[src/febfp_pkg.sv]
// ----------------------------------------------------------------------------
// febfp_pkg: shared types and constants
// Transaction structs, op and status codes, sizes of the extent table and
// of the remainder unit.
// ----------------------------------------------------------------------------
package febfp_pkg;

    localparam int MAX_EXTENTS = 16;
    localparam int IDX_W       = $clog2(MAX_EXTENTS);
    localparam int CNT_W       = IDX_W + 1;
    localparam int ADDR_W      = 48;
    localparam int SECTOR_B    = 512;

    // cylinder size is at most 255 * 63 * 512, which fits 23 bits
    localparam int CYL_W       = 23;
    localparam int MOD_DIG     = 4;                // dividend bits per cycle
    localparam int DVD_W       = 52;               // >= 49, multiple of MOD_DIG
    localparam int MOD_STEPS   = DVD_W / MOD_DIG;
    localparam int STEP_W      = $clog2(MOD_STEPS);

    localparam int ENTRY_W     = 2 * ADDR_W + 1;

    localparam logic [1:0] OP_CLEAR = 2'd0;
    localparam logic [1:0] OP_ADD   = 2'd1;
    localparam logic [1:0] OP_PLACE = 2'd2;

    localparam logic [1:0] ST_OK    = 2'd0;
    localparam logic [1:0] ST_NOFIT = 2'd1;
    localparam logic [1:0] ST_FULL  = 2'd2;

    localparam logic [1:0] CFG_HEADS   = 2'd0;
    localparam logic [1:0] CFG_SECTORS = 2'd1;
    localparam logic [1:0] CFG_DOS     = 2'd2;

    typedef struct packed {
        logic [1:0]        op;
        logic [ADDR_W-1:0] ext_start;
        logic [ADDR_W-1:0] ext_end;
        logic              ext_logical;
        logic [ADDR_W-1:0] size_wanted;
        logic              want_logical;
    } in_t;

    typedef struct packed {
        logic [1:0]        status;
        logic [ADDR_W-1:0] place_start;
        logic [ADDR_W-1:0] place_end;
        logic [ADDR_W-1:0] free_total;
        logic [ADDR_W-1:0] disk_span;
    } out_t;

    typedef struct packed {
        logic              logical;
        logic [ADDR_W-1:0] finish;
        logic [ADDR_W-1:0] begin_b;
    } entry_t;

endpackage

[src/free_extent_best_fit_placer_core.sv]
// ----------------------------------------------------------------------------
// free_extent_best_fit_placer_core: best-fit partition placer
// Clear, add and unused ops are answered straight from idle; the result is registered.
// A place takes a remainder of the size, then per stored extent a table read,
// a remainder and an evaluation, then a remainder of the chosen start, all on
// the shared remainder unit; the extent table has one write and one read port.
// One transaction at a time; a new one is taken once the result is consumed.
// Reset (async, active low) empties the table, zeroes the sums and loads
// heads 255, sectors 63, msdos rules on.
// ----------------------------------------------------------------------------
module free_extent_best_fit_placer_core
    import febfp_pkg::*;
(
    input  logic       clk,
    input  logic       rst_n,
    input  logic       cfg_we,
    input  logic [1:0] cfg_index,
    input  logic [7:0] cfg_wdata,
    input  logic       in_valid,
    output logic       in_ready,
    input  in_t        in_data,
    output logic       out_valid,
    input  logic       out_ready,
    output out_t       out_data
);

    typedef enum logic [9:0] {
        S_IDLE    = 10'b0000000001,
        S_MODA_GO = 10'b0000000010,
        S_MODA    = 10'b0000000100,
        S_SCAN_RD = 10'b0000001000,
        S_SCAN_GO = 10'b0000010000,
        S_SCAN_MD = 10'b0000100000,
        S_EVAL    = 10'b0001000000,
        S_FIN     = 10'b0010000000,
        S_FIN_GO  = 10'b0100000000,
        S_FIN_MD  = 10'b1000000000
    } state_t;

    state_t            state_reg;
    logic [7:0]        heads_reg;
    logic [5:0]        sectors_reg;
    logic              dos_reg;
    logic [CNT_W-1:0]  count_reg;
    logic [ADDR_W-1:0] free_sum_reg;
    logic [ADDR_W-1:0] span_reg;
    logic [1:0]        status_reg;
    logic [ADDR_W-1:0] place_start_reg;
    logic [ADDR_W-1:0] place_end_reg;
    logic              out_valid_reg;

    logic [ADDR_W-1:0] alloc_reg;
    logic              logical_reg;
    logic              dos_q_reg;
    logic [CYL_W-1:0]  cyl_reg;
    logic [CYL_W-1:0]  extra_reg;
    logic [CNT_W-1:0]  idx_reg;
    logic              found_reg;
    logic [ADDR_W-1:0] best_size_reg;
    logic [ADDR_W+1:0] best_need_reg;
    logic [ADDR_W-1:0] best_begin_reg;
    logic [ADDR_W-1:0] cand_size_reg;
    logic [ADDR_W+1:0] cand_need_reg;
    logic [ADDR_W-1:0] cand_begin_reg;
    logic              cand_ok_reg;
    logic [ADDR_W:0]   ps_reg;

    logic              accept;
    entry_t            wr_entry;
    entry_t            rd_entry;
    logic              ram_we;
    logic              ram_re;
    logic [DVD_W-1:0]  mod_dvd;
    logic              mod_start;
    logic              mod_done;
    logic [CYL_W-1:0]  mod_rem;

    // add path
    logic [ADDR_W-1:0] add_s;
    logic [ADDR_W:0]   add_sum;

    // geometry
    logic [7:0]        h_eff;
    logic [5:0]        s_eff;
    logic [13:0]       hs;

    // candidate evaluation
    logic [ADDR_W-1:0] ev_size;
    logic [ADDR_W+1:0] ev_need;
    logic              ev_ok;
    logic [ADDR_W+2:0] pe_full;

    assign accept   = in_valid && in_ready;
    assign in_ready = (state_reg == S_IDLE) && !out_valid_reg;
    assign out_valid = out_valid_reg;

    // sums are final when the result is raised; they do not move meanwhile
    assign out_data  = {status_reg, place_start_reg, place_end_reg, free_sum_reg, span_reg};

    assign add_s   = (in_data.ext_start == '0) ? ADDR_W'(SECTOR_B) : in_data.ext_start;
    assign add_sum = {1'b0, free_sum_reg} + {1'b0, in_data.ext_end - add_s};

    assign h_eff = (heads_reg == '0) ? 8'd1 : heads_reg;
    assign s_eff = (sectors_reg == '0) ? 6'd1 : sectors_reg;
    assign hs    = h_eff * s_eff;

    assign wr_entry.logical = in_data.ext_logical;
    assign wr_entry.finish  = in_data.ext_end;
    assign wr_entry.begin_b = add_s;
    assign ram_we = accept && (in_data.op == OP_ADD)
                    && (count_reg < CNT_W'(MAX_EXTENTS));
    assign ram_re = (state_reg == S_SCAN_RD) && (idx_reg != count_reg);

    febfp_ram #(
        .WIDTH (ENTRY_W),
        .DEPTH (MAX_EXTENTS)
    ) u_table (
        .clk   (clk),
        .we    (ram_we),
        .waddr (count_reg[IDX_W-1:0]),
        .wdata (wr_entry),
        .re    (ram_re),
        .raddr (idx_reg[IDX_W-1:0]),
        .rdata (rd_entry)
    );

    always_comb
    begin
        mod_start = 1'b0;
        mod_dvd   = '0;
        case (state_reg)
            S_MODA_GO:
            begin
                mod_start = 1'b1;
                mod_dvd   = DVD_W'(alloc_reg);
            end
            S_SCAN_GO:
            begin
                mod_start = 1'b1;
                mod_dvd   = DVD_W'(rd_entry.begin_b);
            end
            S_FIN_GO:
            begin
                mod_start = 1'b1;
                mod_dvd   = DVD_W'(ps_reg);
            end
            default:
            begin
                mod_start = 1'b0;
            end
        endcase
    end

    febfp_mod u_mod (
        .clk      (clk),
        .rst_n    (rst_n),
        .start    (mod_start),
        .dividend (mod_dvd),
        .divisor  (cyl_reg),
        .done     (mod_done),
        .rem      (mod_rem)
    );

    // need and usable size of the extent just read; mod_rem holds begin % cyl
    always_comb
    begin
        logic [ADDR_W:0] diff;
        diff    = {1'b0, rd_entry.finish} - {1'b0, rd_entry.begin_b};
        ev_size = diff[ADDR_W-1:0];
        ev_ok   = !diff[ADDR_W] && (rd_entry.logical == logical_reg);
        ev_need = {2'b00, alloc_reg};
        if (dos_q_reg)
        begin
            ev_need = ev_need + (ADDR_W+2)'(extra_reg)
                      + ((mod_rem > extra_reg) ? (ADDR_W+2)'(cyl_reg) : '0);
            if (logical_reg)
            begin
                if (ev_size < ADDR_W'(SECTOR_B))
                begin
                    ev_ok = 1'b0;
                end
                ev_size = ev_size - ADDR_W'(SECTOR_B);
            end
        end
    end

    assign pe_full = (ADDR_W+3)'(ps_reg) + (ADDR_W+3)'(best_need_reg)
                     - (dos_q_reg ? (ADDR_W+3)'(mod_rem) : '0) - 1'b1;

    always_ff @(posedge clk or negedge rst_n)
    begin
        if (!rst_n)
        begin
            state_reg     <= S_IDLE;
            heads_reg     <= 8'd255;
            sectors_reg   <= 6'd63;
            dos_reg       <= 1'b1;
            count_reg     <= '0;
            free_sum_reg  <= '0;
            span_reg      <= '0;
            out_valid_reg <= 1'b0;
            idx_reg       <= '0;
            found_reg     <= 1'b0;
        end
        else
        begin
            if (cfg_we)
            begin
                case (cfg_index)
                    CFG_HEADS:   heads_reg   <= cfg_wdata;
                    CFG_SECTORS: sectors_reg <= cfg_wdata[5:0];
                    CFG_DOS:     dos_reg     <= cfg_wdata[0];
                    default:     heads_reg   <= heads_reg;
                endcase
            end

            if (out_valid_reg && out_ready)
            begin
                out_valid_reg <= 1'b0;
            end

            case (state_reg)
                S_IDLE:
                begin
                    if (accept)
                    begin
                        case (in_data.op)
                            OP_CLEAR:
                            begin
                                count_reg     <= '0;
                                free_sum_reg  <= '0;
                                span_reg      <= '0;
                                out_valid_reg <= 1'b1;
                            end
                            OP_ADD:
                            begin
                                if (count_reg < CNT_W'(MAX_EXTENTS))
                                begin
                                    count_reg <= count_reg + 1'b1;
                                    if (in_data.ext_end > add_s)
                                    begin
                                        free_sum_reg <= add_sum[ADDR_W] ? '1
                                                        : add_sum[ADDR_W-1:0];
                                    end
                                    if (in_data.ext_end > span_reg)
                                    begin
                                        span_reg <= in_data.ext_end;
                                    end
                                end
                                out_valid_reg <= 1'b1;
                            end
                            OP_PLACE:
                            begin
                                state_reg <= S_MODA_GO;
                            end
                            default:
                            begin
                                out_valid_reg <= 1'b1;
                            end
                        endcase
                    end
                end
                S_MODA_GO:
                begin
                    state_reg <= S_MODA;
                end
                S_MODA:
                begin
                    if (mod_done)
                    begin
                        idx_reg   <= '0;
                        found_reg <= 1'b0;
                        state_reg <= S_SCAN_RD;
                    end
                end
                S_SCAN_RD:
                begin
                    state_reg <= (idx_reg == count_reg) ? S_FIN : S_SCAN_GO;
                end
                S_SCAN_GO:
                begin
                    state_reg <= S_SCAN_MD;
                end
                S_SCAN_MD:
                begin
                    if (mod_done)
                    begin
                        state_reg <= S_EVAL;
                    end
                end
                S_EVAL:
                begin
                    if (cand_ok_reg && ({2'b00, cand_size_reg} > cand_need_reg)
                        && (!found_reg || cand_size_reg < best_size_reg))
                    begin
                        found_reg <= 1'b1;
                    end
                    idx_reg   <= idx_reg + 1'b1;
                    state_reg <= S_SCAN_RD;
                end
                S_FIN:
                begin
                    if (found_reg)
                    begin
                        state_reg <= S_FIN_GO;
                    end
                    else
                    begin
                        out_valid_reg <= 1'b1;
                        state_reg     <= S_IDLE;
                    end
                end
                S_FIN_GO:
                begin
                    state_reg <= S_FIN_MD;
                end
                S_FIN_MD:
                begin
                    if (mod_done)
                    begin
                        out_valid_reg <= 1'b1;
                        state_reg     <= S_IDLE;
                    end
                end
                default:
                begin
                    state_reg <= S_IDLE;
                end
            endcase
        end
    end

    // datapath registers
    always_ff @(posedge clk)
    begin
        case (state_reg)
            S_IDLE:
            begin
                alloc_reg   <= in_data.size_wanted;
                logical_reg <= dos_reg && in_data.want_logical;
                dos_q_reg   <= dos_reg;
                cyl_reg     <= CYL_W'({hs, 9'd0});
                if (accept)
                begin
                    place_start_reg <= '0;
                    place_end_reg   <= '0;
                    status_reg      <= (in_data.op == OP_ADD
                                        && count_reg >= CNT_W'(MAX_EXTENTS))
                                       ? ST_FULL : ST_OK;
                end
            end
            S_MODA:
            begin
                extra_reg <= cyl_reg - mod_rem;
            end
            S_SCAN_MD:
            begin
                cand_size_reg  <= ev_size;
                cand_need_reg  <= ev_need;
                cand_ok_reg    <= ev_ok;
                cand_begin_reg <= rd_entry.begin_b;
            end
            S_EVAL:
            begin
                if (cand_ok_reg && ({2'b00, cand_size_reg} > cand_need_reg)
                    && (!found_reg || cand_size_reg < best_size_reg))
                begin
                    best_size_reg  <= cand_size_reg;
                    best_need_reg  <= cand_need_reg;
                    best_begin_reg <= cand_begin_reg;
                end
            end
            S_FIN:
            begin
                ps_reg <= {1'b0, best_begin_reg}
                          + (logical_reg ? (ADDR_W+1)'(SECTOR_B) : '0);
                status_reg      <= ST_NOFIT;
                place_start_reg <= '0;
                place_end_reg   <= '0;
            end
            S_FIN_MD:
            begin
                status_reg      <= ST_OK;
                place_start_reg <= ps_reg[ADDR_W-1:0];
                place_end_reg   <= pe_full[ADDR_W-1:0];
            end
            default:
            begin
                cand_ok_reg <= cand_ok_reg;
            end
        endcase
    end

endmodule

[src/febfp_ram.sv]
// ----------------------------------------------------------------------------
// febfp_ram: generic single-port-write RAM
// One write port, one read port with registered read data.
// ----------------------------------------------------------------------------
module febfp_ram #(
    parameter int WIDTH = 8,
    parameter int DEPTH = 16
) (
    input  logic                     clk,
    input  logic                     we,
    input  logic [$clog2(DEPTH)-1:0] waddr,
    input  logic [WIDTH-1:0]         wdata,
    input  logic                     re,
    input  logic [$clog2(DEPTH)-1:0] raddr,
    output logic [WIDTH-1:0]         rdata
);

    logic [WIDTH-1:0] mem [DEPTH];
    logic [WIDTH-1:0] rdata_reg;

    always_ff @(posedge clk)
    begin
        if (we)
        begin
            mem[waddr] <= wdata;
        end
        if (re)
        begin
            rdata_reg <= mem[raddr];
        end
    end

    assign rdata = rdata_reg;

endmodule

[src/febfp_mod.sv]
// ----------------------------------------------------------------------------
// febfp_mod: iterative remainder unit
// Restoring remainder by the cylinder size, MOD_DIG dividend bits a cycle.
// done pulses one cycle with rem valid until the next start.
// ----------------------------------------------------------------------------
module febfp_mod
    import febfp_pkg::*;
(
    input  logic             clk,
    input  logic             rst_n,
    input  logic             start,
    input  logic [DVD_W-1:0] dividend,
    input  logic [CYL_W-1:0] divisor,
    output logic             done,
    output logic [CYL_W-1:0] rem
);

    logic [DVD_W-1:0]  dvd_reg;
    logic [CYL_W-1:0]  dvs_reg;
    logic [CYL_W-1:0]  rem_reg;
    logic [CYL_W-1:0]  rem_next;
    logic [STEP_W-1:0] step_reg;
    logic              busy_reg;
    logic              done_reg;

    always_comb
    begin
        logic [CYL_W:0] r;
        r = {1'b0, rem_reg};
        for (int k = 0; k < MOD_DIG; k++)
        begin
            r = {r[CYL_W-1:0], dvd_reg[DVD_W-1-k]};
            if (r >= {1'b0, dvs_reg})
            begin
                r = r - {1'b0, dvs_reg};
            end
        end
        rem_next = r[CYL_W-1:0];
    end

    always_ff @(posedge clk or negedge rst_n)
    begin
        if (!rst_n)
        begin
            busy_reg <= 1'b0;
            done_reg <= 1'b0;
            step_reg <= '0;
        end
        else
        begin
            done_reg <= 1'b0;
            if (start)
            begin
                busy_reg <= 1'b1;
                step_reg <= '0;
            end
            else if (busy_reg)
            begin
                step_reg <= step_reg + 1'b1;
                if (step_reg == STEP_W'(MOD_STEPS - 1))
                begin
                    busy_reg <= 1'b0;
                    done_reg <= 1'b1;
                end
            end
        end
    end

    always_ff @(posedge clk)
    begin
        if (start)
        begin
            dvd_reg <= dividend;
            dvs_reg <= divisor;
            rem_reg <= '0;
        end
        else if (busy_reg)
        begin
            dvd_reg <= dvd_reg << MOD_DIG;
            rem_reg <= rem_next;
        end
    end

    assign done = done_reg;
    assign rem  = rem_reg;

endmodule

[config.mk]
export PLATFORM = sky130hd
export DESIGN_NAME = free_extent_best_fit_placer_core
export DESIGN_NICKNAME = d
export VERILOG_FILES = /design/src/febfp_pkg.sv /design/src/free_extent_best_fit_placer_core.sv /design/src/febfp_ram.sv /design/src/febfp_mod.sv
export SDC_FILE = /design/constraint.sdc
export NUM_CORES = 2
export LEC_CHECK = 0
export ABC_AREA = 1
export BUFFER_PORTS_ARGS = -buffer_cell sky130_fd_sc_hd__buf_2
export CAP_MARGIN = 20
export CELL_PAD_IN_SITES_DETAIL_PLACEMENT = 0
export CELL_PAD_IN_SITES_GLOBAL_PLACEMENT = 1
export CORE_MARGIN = 2
export CORE_UTILIZATION = 45
export DETAILED_ROUTE_END_ITERATION = 10
export PLACE_DENSITY_LB_ADDON = 0.3
export SYNTH_ARGS = -nofsm -noshare
export SYNTH_HDL_FRONTEND = slang
export SYNTH_SLANG_ARGS = --single-unit
[constraint.sdc]
create_clock -name clk -period 10.6 [get_ports clk]
set_clock_uncertainty 0.05 [all_clocks]
set_input_delay 1.06 -clock clk [delete_from_list [all_inputs] [get_ports clk]]
set_output_delay 1.06 -clock clk [all_outputs]
set_load 0.005 [all_outputs]
### Word level (Yosys, flattened, before mapping)

Memories as Yosys holds them, arrays and structs flattened. A register that Yosys moved wholly into a read port is not among the register bits.
Index checks and enable logic that the tools add are counted.

* $add $sub $neg: 18
* reductions and logical operators: 36
* equal/unequal tests: 27
* $mul: 1
* magnitude comparators: 12
* muxes and demuxes: 64

Operators with widths (count)
* 48-bit 2-to-1 mux: 10
* 48-bit one-hot mux with 3 select lines: 2
* 48-bit one-hot mux with 2 select lines: 2
* 49-bit one-hot mux with 3 select lines: 1
* 23-bit 2-to-1 mux: 6
* 23-bit subtractor: 5
* 52-bit 2-to-1 mux: 2
* 10-bit one-hot mux with 10 select lines: 1
* 24-bit by 23-bit >= comparator with 1-bit output: 4
* 48-bit greater-than comparator: 2
* 10-bit 2-to-1 mux: 6
* 49-bit by 23-bit adder with 50-bit output: 1
* 48-bit by 50-bit greater-than comparator with 1-bit output: 1
* 48-bit by 10-bit adder with 49-bit output: 1
* 48-bit by 23-bit adder with 49-bit output: 1
* 48-bit by 48-bit adder with 49-bit output: 1
* 48-bit by 48-bit subtractor with 49-bit output: 1
* 48-bit adder: 1
* 48-bit zero test: 1
* 48-bit by 10-bit less-than comparator with 1-bit output (second input constant): 1
* 48-bit less-than comparator: 1
* 48-bit by 1-bit subtractor with 48-bit output (second input constant): 1
* 48-bit by 10-bit subtractor with 48-bit output (second input constant): 1
* 48-bit by 23-bit subtractor with 48-bit output: 1
* 49 further kinds: 104

* memories kept: 1
* logic and storage cells: 192
* register bits: 753
* input port bits: 163
* bits in writable memories: 1552
* output and inout bits: 196

Memories
* u_table.mem: words 16, width 97, rd ports 1, clocked after Yosys merged registers in 1, write ports 1, line febfp_ram.sv:18 `logic [WIDTH-1:0] mem [DEPTH];`

### Logic depth before layout (Yosys ltp)

* depth after elaboration: 8
* mapped depth: 57
* depth with buffers taken out: 53

### Modules after synthesis

From an unflattened synthesis, not the netlist that was laid out.

* cells, all modules: 14208
* area total of the unflattened synthesis: 129175.1 um2

By module, submodules not included
* febfp_ram: cells each 6366, seq. area each 49517.5 um2, area each 69007.4 um2, times used 1
* free_extent_best_fit_placer_core: cells each 6194, seq. area each 19083.3 um2, area each 49357.3 um2, times used 1
* febfp_mod: cells each 1648, seq. area each 2862.7 um2, area each 10810.4 um2, times used 1

### Worst setup path after synthesis

No wires, ideal clock.

* path type: flip-flop to flip-flop
* start point: reg cand_size_reg[9]
* end point: reg best_begin_reg[0] (enable)
* path buffers: 0
* cell stages (with the launch flop): 16
* clock period less this slack: 8393 ps
* setup time: 650 ps
* data required time: 9900 ps
* arrival: 7693 ps
* path slack: 2207 ps
* cell sequence: edfxtp_1 > ha_1 > nand2_1 > nor2_1 > inv_1 > nor2_1 > o211ai_1 > nand3_1 > a21oi_1 > o21ai_0 > nand2_1 > a21oi_1 > nand2_1 > nand2_1 > nand2_1 > nor2_1

* word-level cells in the longest chain between the ends: 4
* elaborated cells between the ends (all ways): 6
* classes of those cells: order compare: 2; reduce/logical: 4

Ends and longest elaborated chain
* start: declaration: line free_extent_best_fit_placer_core.sv:62 `logic [ADDR_W-1:0] cand_size_reg;`
* start signal: assignment: line free_extent_best_fit_placer_core.sv:358 `cand_size_reg <= ev_size;`
* 48-bit by 50-bit greater-than comparator with 1-bit output or 48-bit less-than comparator (tied branches): line free_extent_best_fit_placer_core.sv:365, free_extent_best_fit_placer_core.sv:366
* 1-bit logical AND or 1-bit logical OR (tied branches): line free_extent_best_fit_placer_core.sv:365, free_extent_best_fit_placer_core.sv:366
* 1-bit logical AND *: line free_extent_best_fit_placer_core.sv:366 `&& (!found_reg || cand_size_reg < best_size_reg))`
* 2-bit AND reduction (no line) *
* end signal: assignment: line free_extent_best_fit_placer_core.sv:370 `best_begin_reg <= cand_begin_reg;`
* end: declaration: line free_extent_best_fit_placer_core.sv:61 `logic [ADDR_W-1:0] best_begin_reg;`

Every way passes the cells marked *; elsewhere a longest branch is shown, timed or not.
A chain may end at the register's enable or synchronous reset.

### Worst setup path in the final report

* start point: reg u_mod.rem_reg[11], in the netlist u_mod.rem[11]
* end point: reg u_mod.rem_reg[17], in the netlist u_mod.rem[17]

* word-level cells in the longest chain between the ends: 8
* elaborated cells between the ends (all ways): 12
* classes of those cells: add/sub: 4; order compare: 4; mux: 4

Ends and longest elaborated chain
* start: declaration: line febfp_mod.sv:20 `logic [CYL_W-1:0] rem_reg;`
* start signal: assignment: line febfp_mod.sv:80 `rem_reg <= rem_next;`
* 23-bit subtractor or 24-bit by 23-bit >= comparator with 1-bit output (tied branches): line febfp_mod.sv:35, febfp_mod.sv:33
* 23-bit 2-to-1 mux *: line febfp_mod.sv:33 `if (r >= {1'b0, dvs_reg})`
* 23-bit subtractor or 24-bit by 23-bit >= comparator with 1-bit output (tied branches): line febfp_mod.sv:35, febfp_mod.sv:33
* 23-bit 2-to-1 mux *: line febfp_mod.sv:33
* 23-bit subtractor or 24-bit by 23-bit >= comparator with 1-bit output (tied branches): line febfp_mod.sv:35, febfp_mod.sv:33
* 23-bit 2-to-1 mux *: line febfp_mod.sv:33
* 23-bit subtractor or 24-bit by 23-bit >= comparator with 1-bit output (tied branches): line febfp_mod.sv:35, febfp_mod.sv:33
* 23-bit 2-to-1 mux *: line febfp_mod.sv:33

Marked as above.

==> metrics.txt <==
Synth Instances=11400; Critical Path RT=11.25 ns; fin crit period=9.48 ns; Warnings, synthesis=0; Area contributors post-synth=edfxtp_1, ha_1, nand2_1; # placed instances=14900; largest net degree at the start of global routing=204; f_max=106 MHz; Final ANT Viol Nets=0; overall global routing resource usage=28.3%; Worst IR Drop VDD=0.000655 V; WL met2=176 mm; Avg Inst Size Synth=10.4 sq um; die width=516 um; Die ar.=266000 sq um; WP data arrival=10.13 ns; unrepaired setup endpoints after global routing=no; Yosys cell types=68; fin cells=15400; clock latency on the worst-skew pair=0.89 ns; # clock sinks=2401; gr ovfl total=0; H-tree level count=5; number of max-cap violations=0; Yosys reg bits=2401; setup TNS=0 ns; FFs w/ async S/R, synth=5.79%; crit end category=flop; Final GP Congestion=0.989; dpl hpwl=258 mm; share of the synthesized area in the top cell type=57.0%; max reg flops=1552; crit start category=flop; cts repair resizes=0; endpoints failing hold=0; area leader, netlist=edfxtp_1; Clock Tree Buf Depth=4; wire length per cell=25.0 um; Vias/cell=5.70; Detail Route met3 WL=26.7 mm; leakage power=52.1 nW; most frequent CP cell=nand2_1; Area Overhead vs Synth=11.9%; EDFF count, synth=2239; initial antenna violation count=48; top layer reached by signal wires=met5; share of cells above drive strength 1=7.89%; I/O pins=359; Via Count=87500; Pwr Density=268 nW/um^2; area of placed instances=124000 sq um; metal1 wirelength=162 mm; CTS root buf=clkbuf_16; initial core utilization=45.1%; setup violators final=0; status=finished clean; register clock-pin slew on the reported worst setup and hold paths=0.06 ns; vias in the first global route=84000; Max Fanout on Critical Path=22; ys flop type=edfxtp_1; Mapped Nets=12100; sequential area share after synthesis=60.3%; Die Ht=516 um; Post-CTS Hold Fix Bufs=0; Rows=188; final period utilization=89.4%; DRC=0; synthesized cell area=118000 sq um; WL final=385 mm; critical path class=flop to flop; post-CTS setup buffer count=0; Slew Limit Fails=0; Critical Path Max Stage Delay=0.64 ns; CTS tree=built; Least-Margin Pin Slew=1.14 ns; Iteration-0 DRC Markers=9034; DR pass1 iterations=8; Rel. slew slack=24.1%; CP max stage cell=dfxtp_1; class of the worst hold path=primary input to async pin; CORE AREA=262000 sq um; NumNets Final=12400; fin area=132000 sq um; global-route wire length before repair=556 mm; Port Buf Inserts=358; clock buffer count from CTS=272
-- path summary, 6_finish.rpt --
| kind | from | end | slack, ns | cells after the start |
|---|---|---|---|---|
| worst min-delay path | rst_n | free_sum_reg[44]$_DFFE_PN0P_ | 0.20 | 1 |
| worst max register to register | u_mod.rem[11]$_SDFFE_PN0P_ | u_mod.rem[17]$_SDFFE_PN0P_ | 1.12 | 47 |
| worst max-delay path | u_mod.rem[11]$_SDFFE_PN0P_ | u_mod.rem[17]$_SDFFE_PN0P_ | 1.12 | 47 |
| max in group asynchronous | rst_n | span_reg[11]$_DFFE_PN0P_ | 8.90 | 2 |
| worst min register to register | cand_begin_reg[14]$_DFFE_PP_ | best_begin_reg[14]$_DFFE_PP_ | 0.34 | 0 |
| min in group clk | cand_begin_reg[14]$_DFFE_PP_ | best_begin_reg[14]$_DFFE_PP_ | 0.34 | 0 |
-- where the power goes --
group	internal, W	switching, W
Combinational	0.00473	0.00948
Clock	0.00518	0.00384
Sequential	0.0115	0.000691
Total	0.0214	0.0140
-- cells by family (layout without fill, tap and decap cells) --
logic type / after synthesis / in the layout / share of synthesized area (%)
and+or+nand+nor: 4043 / 4043 / 14.2
xor gates and xnor gates: 266 / 266 / 1.97
AOI/OAI and AO/OA: 2290 / 2290 / 11.1
buffers and inverters: 1780 / 2246 / 5.72
other: 0 / 17 / 0
adders and majority gates: 585 / 585 / 6.65
DFF: 2401 / 2401 / 60.3
muxes: 3 / 3 / 0.0276
-- layer usage --
metal / vias up / global-route usage, %
li1: 40200 / -
met1: 43000 / 38.6
met2: 3577 / 45.2
met3: 766 / 3.88
met4: 26 / 12.6
met5: - / 0
-- Yosys cell counts (26+ instances only) --
cell      number
a21oi_1      521
buf_1         37
nor2_1      1487
a31oi_1       42
o211ai_1      50
nand4_1      130
ha_1         514
xor2_1       192
nand2_1     1707
o21a_1        31
o22ai_1      237
nor3_1        85
clkbuf_1     390
inv_1       1310
nor4_1        44
dfrtp_1      123
buf_2         26
a21o_1        26
o21ai_0     1087
o221ai_1     192
xnor2_1       74
o21bai_1      31
fa_1          71
nand3_1      502
edfxtp_1    2239
-- stage by stage --
stage	worst slack, ns	hold WS (ns)	power, W	utilization, %
2_1_floorplan	2.21	0.350	0.0221	-
3_3_place_gp	1.01	0.351	0.0265	47.2
3_5_place_dp	1.20	0.355	0.0264	47.3
4_1_cts	1.17	0.212	0.0354	50.5
5_1_grt	0.164	0.254	0.0375	50.5
6_report	1.12	0.197	0.0354	50.5
-- layout make-up --
cell class                      instances  area (sq um)
Fill cell                           23700        129000
Multi-Input combinational cell       7187         40300
Clock buffer                          338          7160
Timing Repair Buffer                  446          2810
Antenna cell                           17          42.5
Clock inverter                        142          1250
Tap cell                             3515          4400
Sequential cell                      2401         71200
Inverter                             1320          4990
-- worst max-delay path: cells and delay by family, from the launching register on --
family          cells  cell delay, ns
simple gates       28            4.26
compound gates     11            2.85
fa+ha+maj           4            1.27
flops               1            0.64
buf+inv             4            0.26
-- cell usage in the layout (no fill, tap or decap), types with 192 or more instances in the layout --
master and count:
a21oi_1 521, buf_2 357, clkbuf_16 276, edfxtp_1 2239, ha_1 514, inv_1 1302
nand2_1 1704, nand3_1 501, nor2_1 1468, o21ai_0 1087, o221ai_1 192, o22ai_1 237
xor2_1 192
No activity file was read; power rests on OpenSTA's default activity.
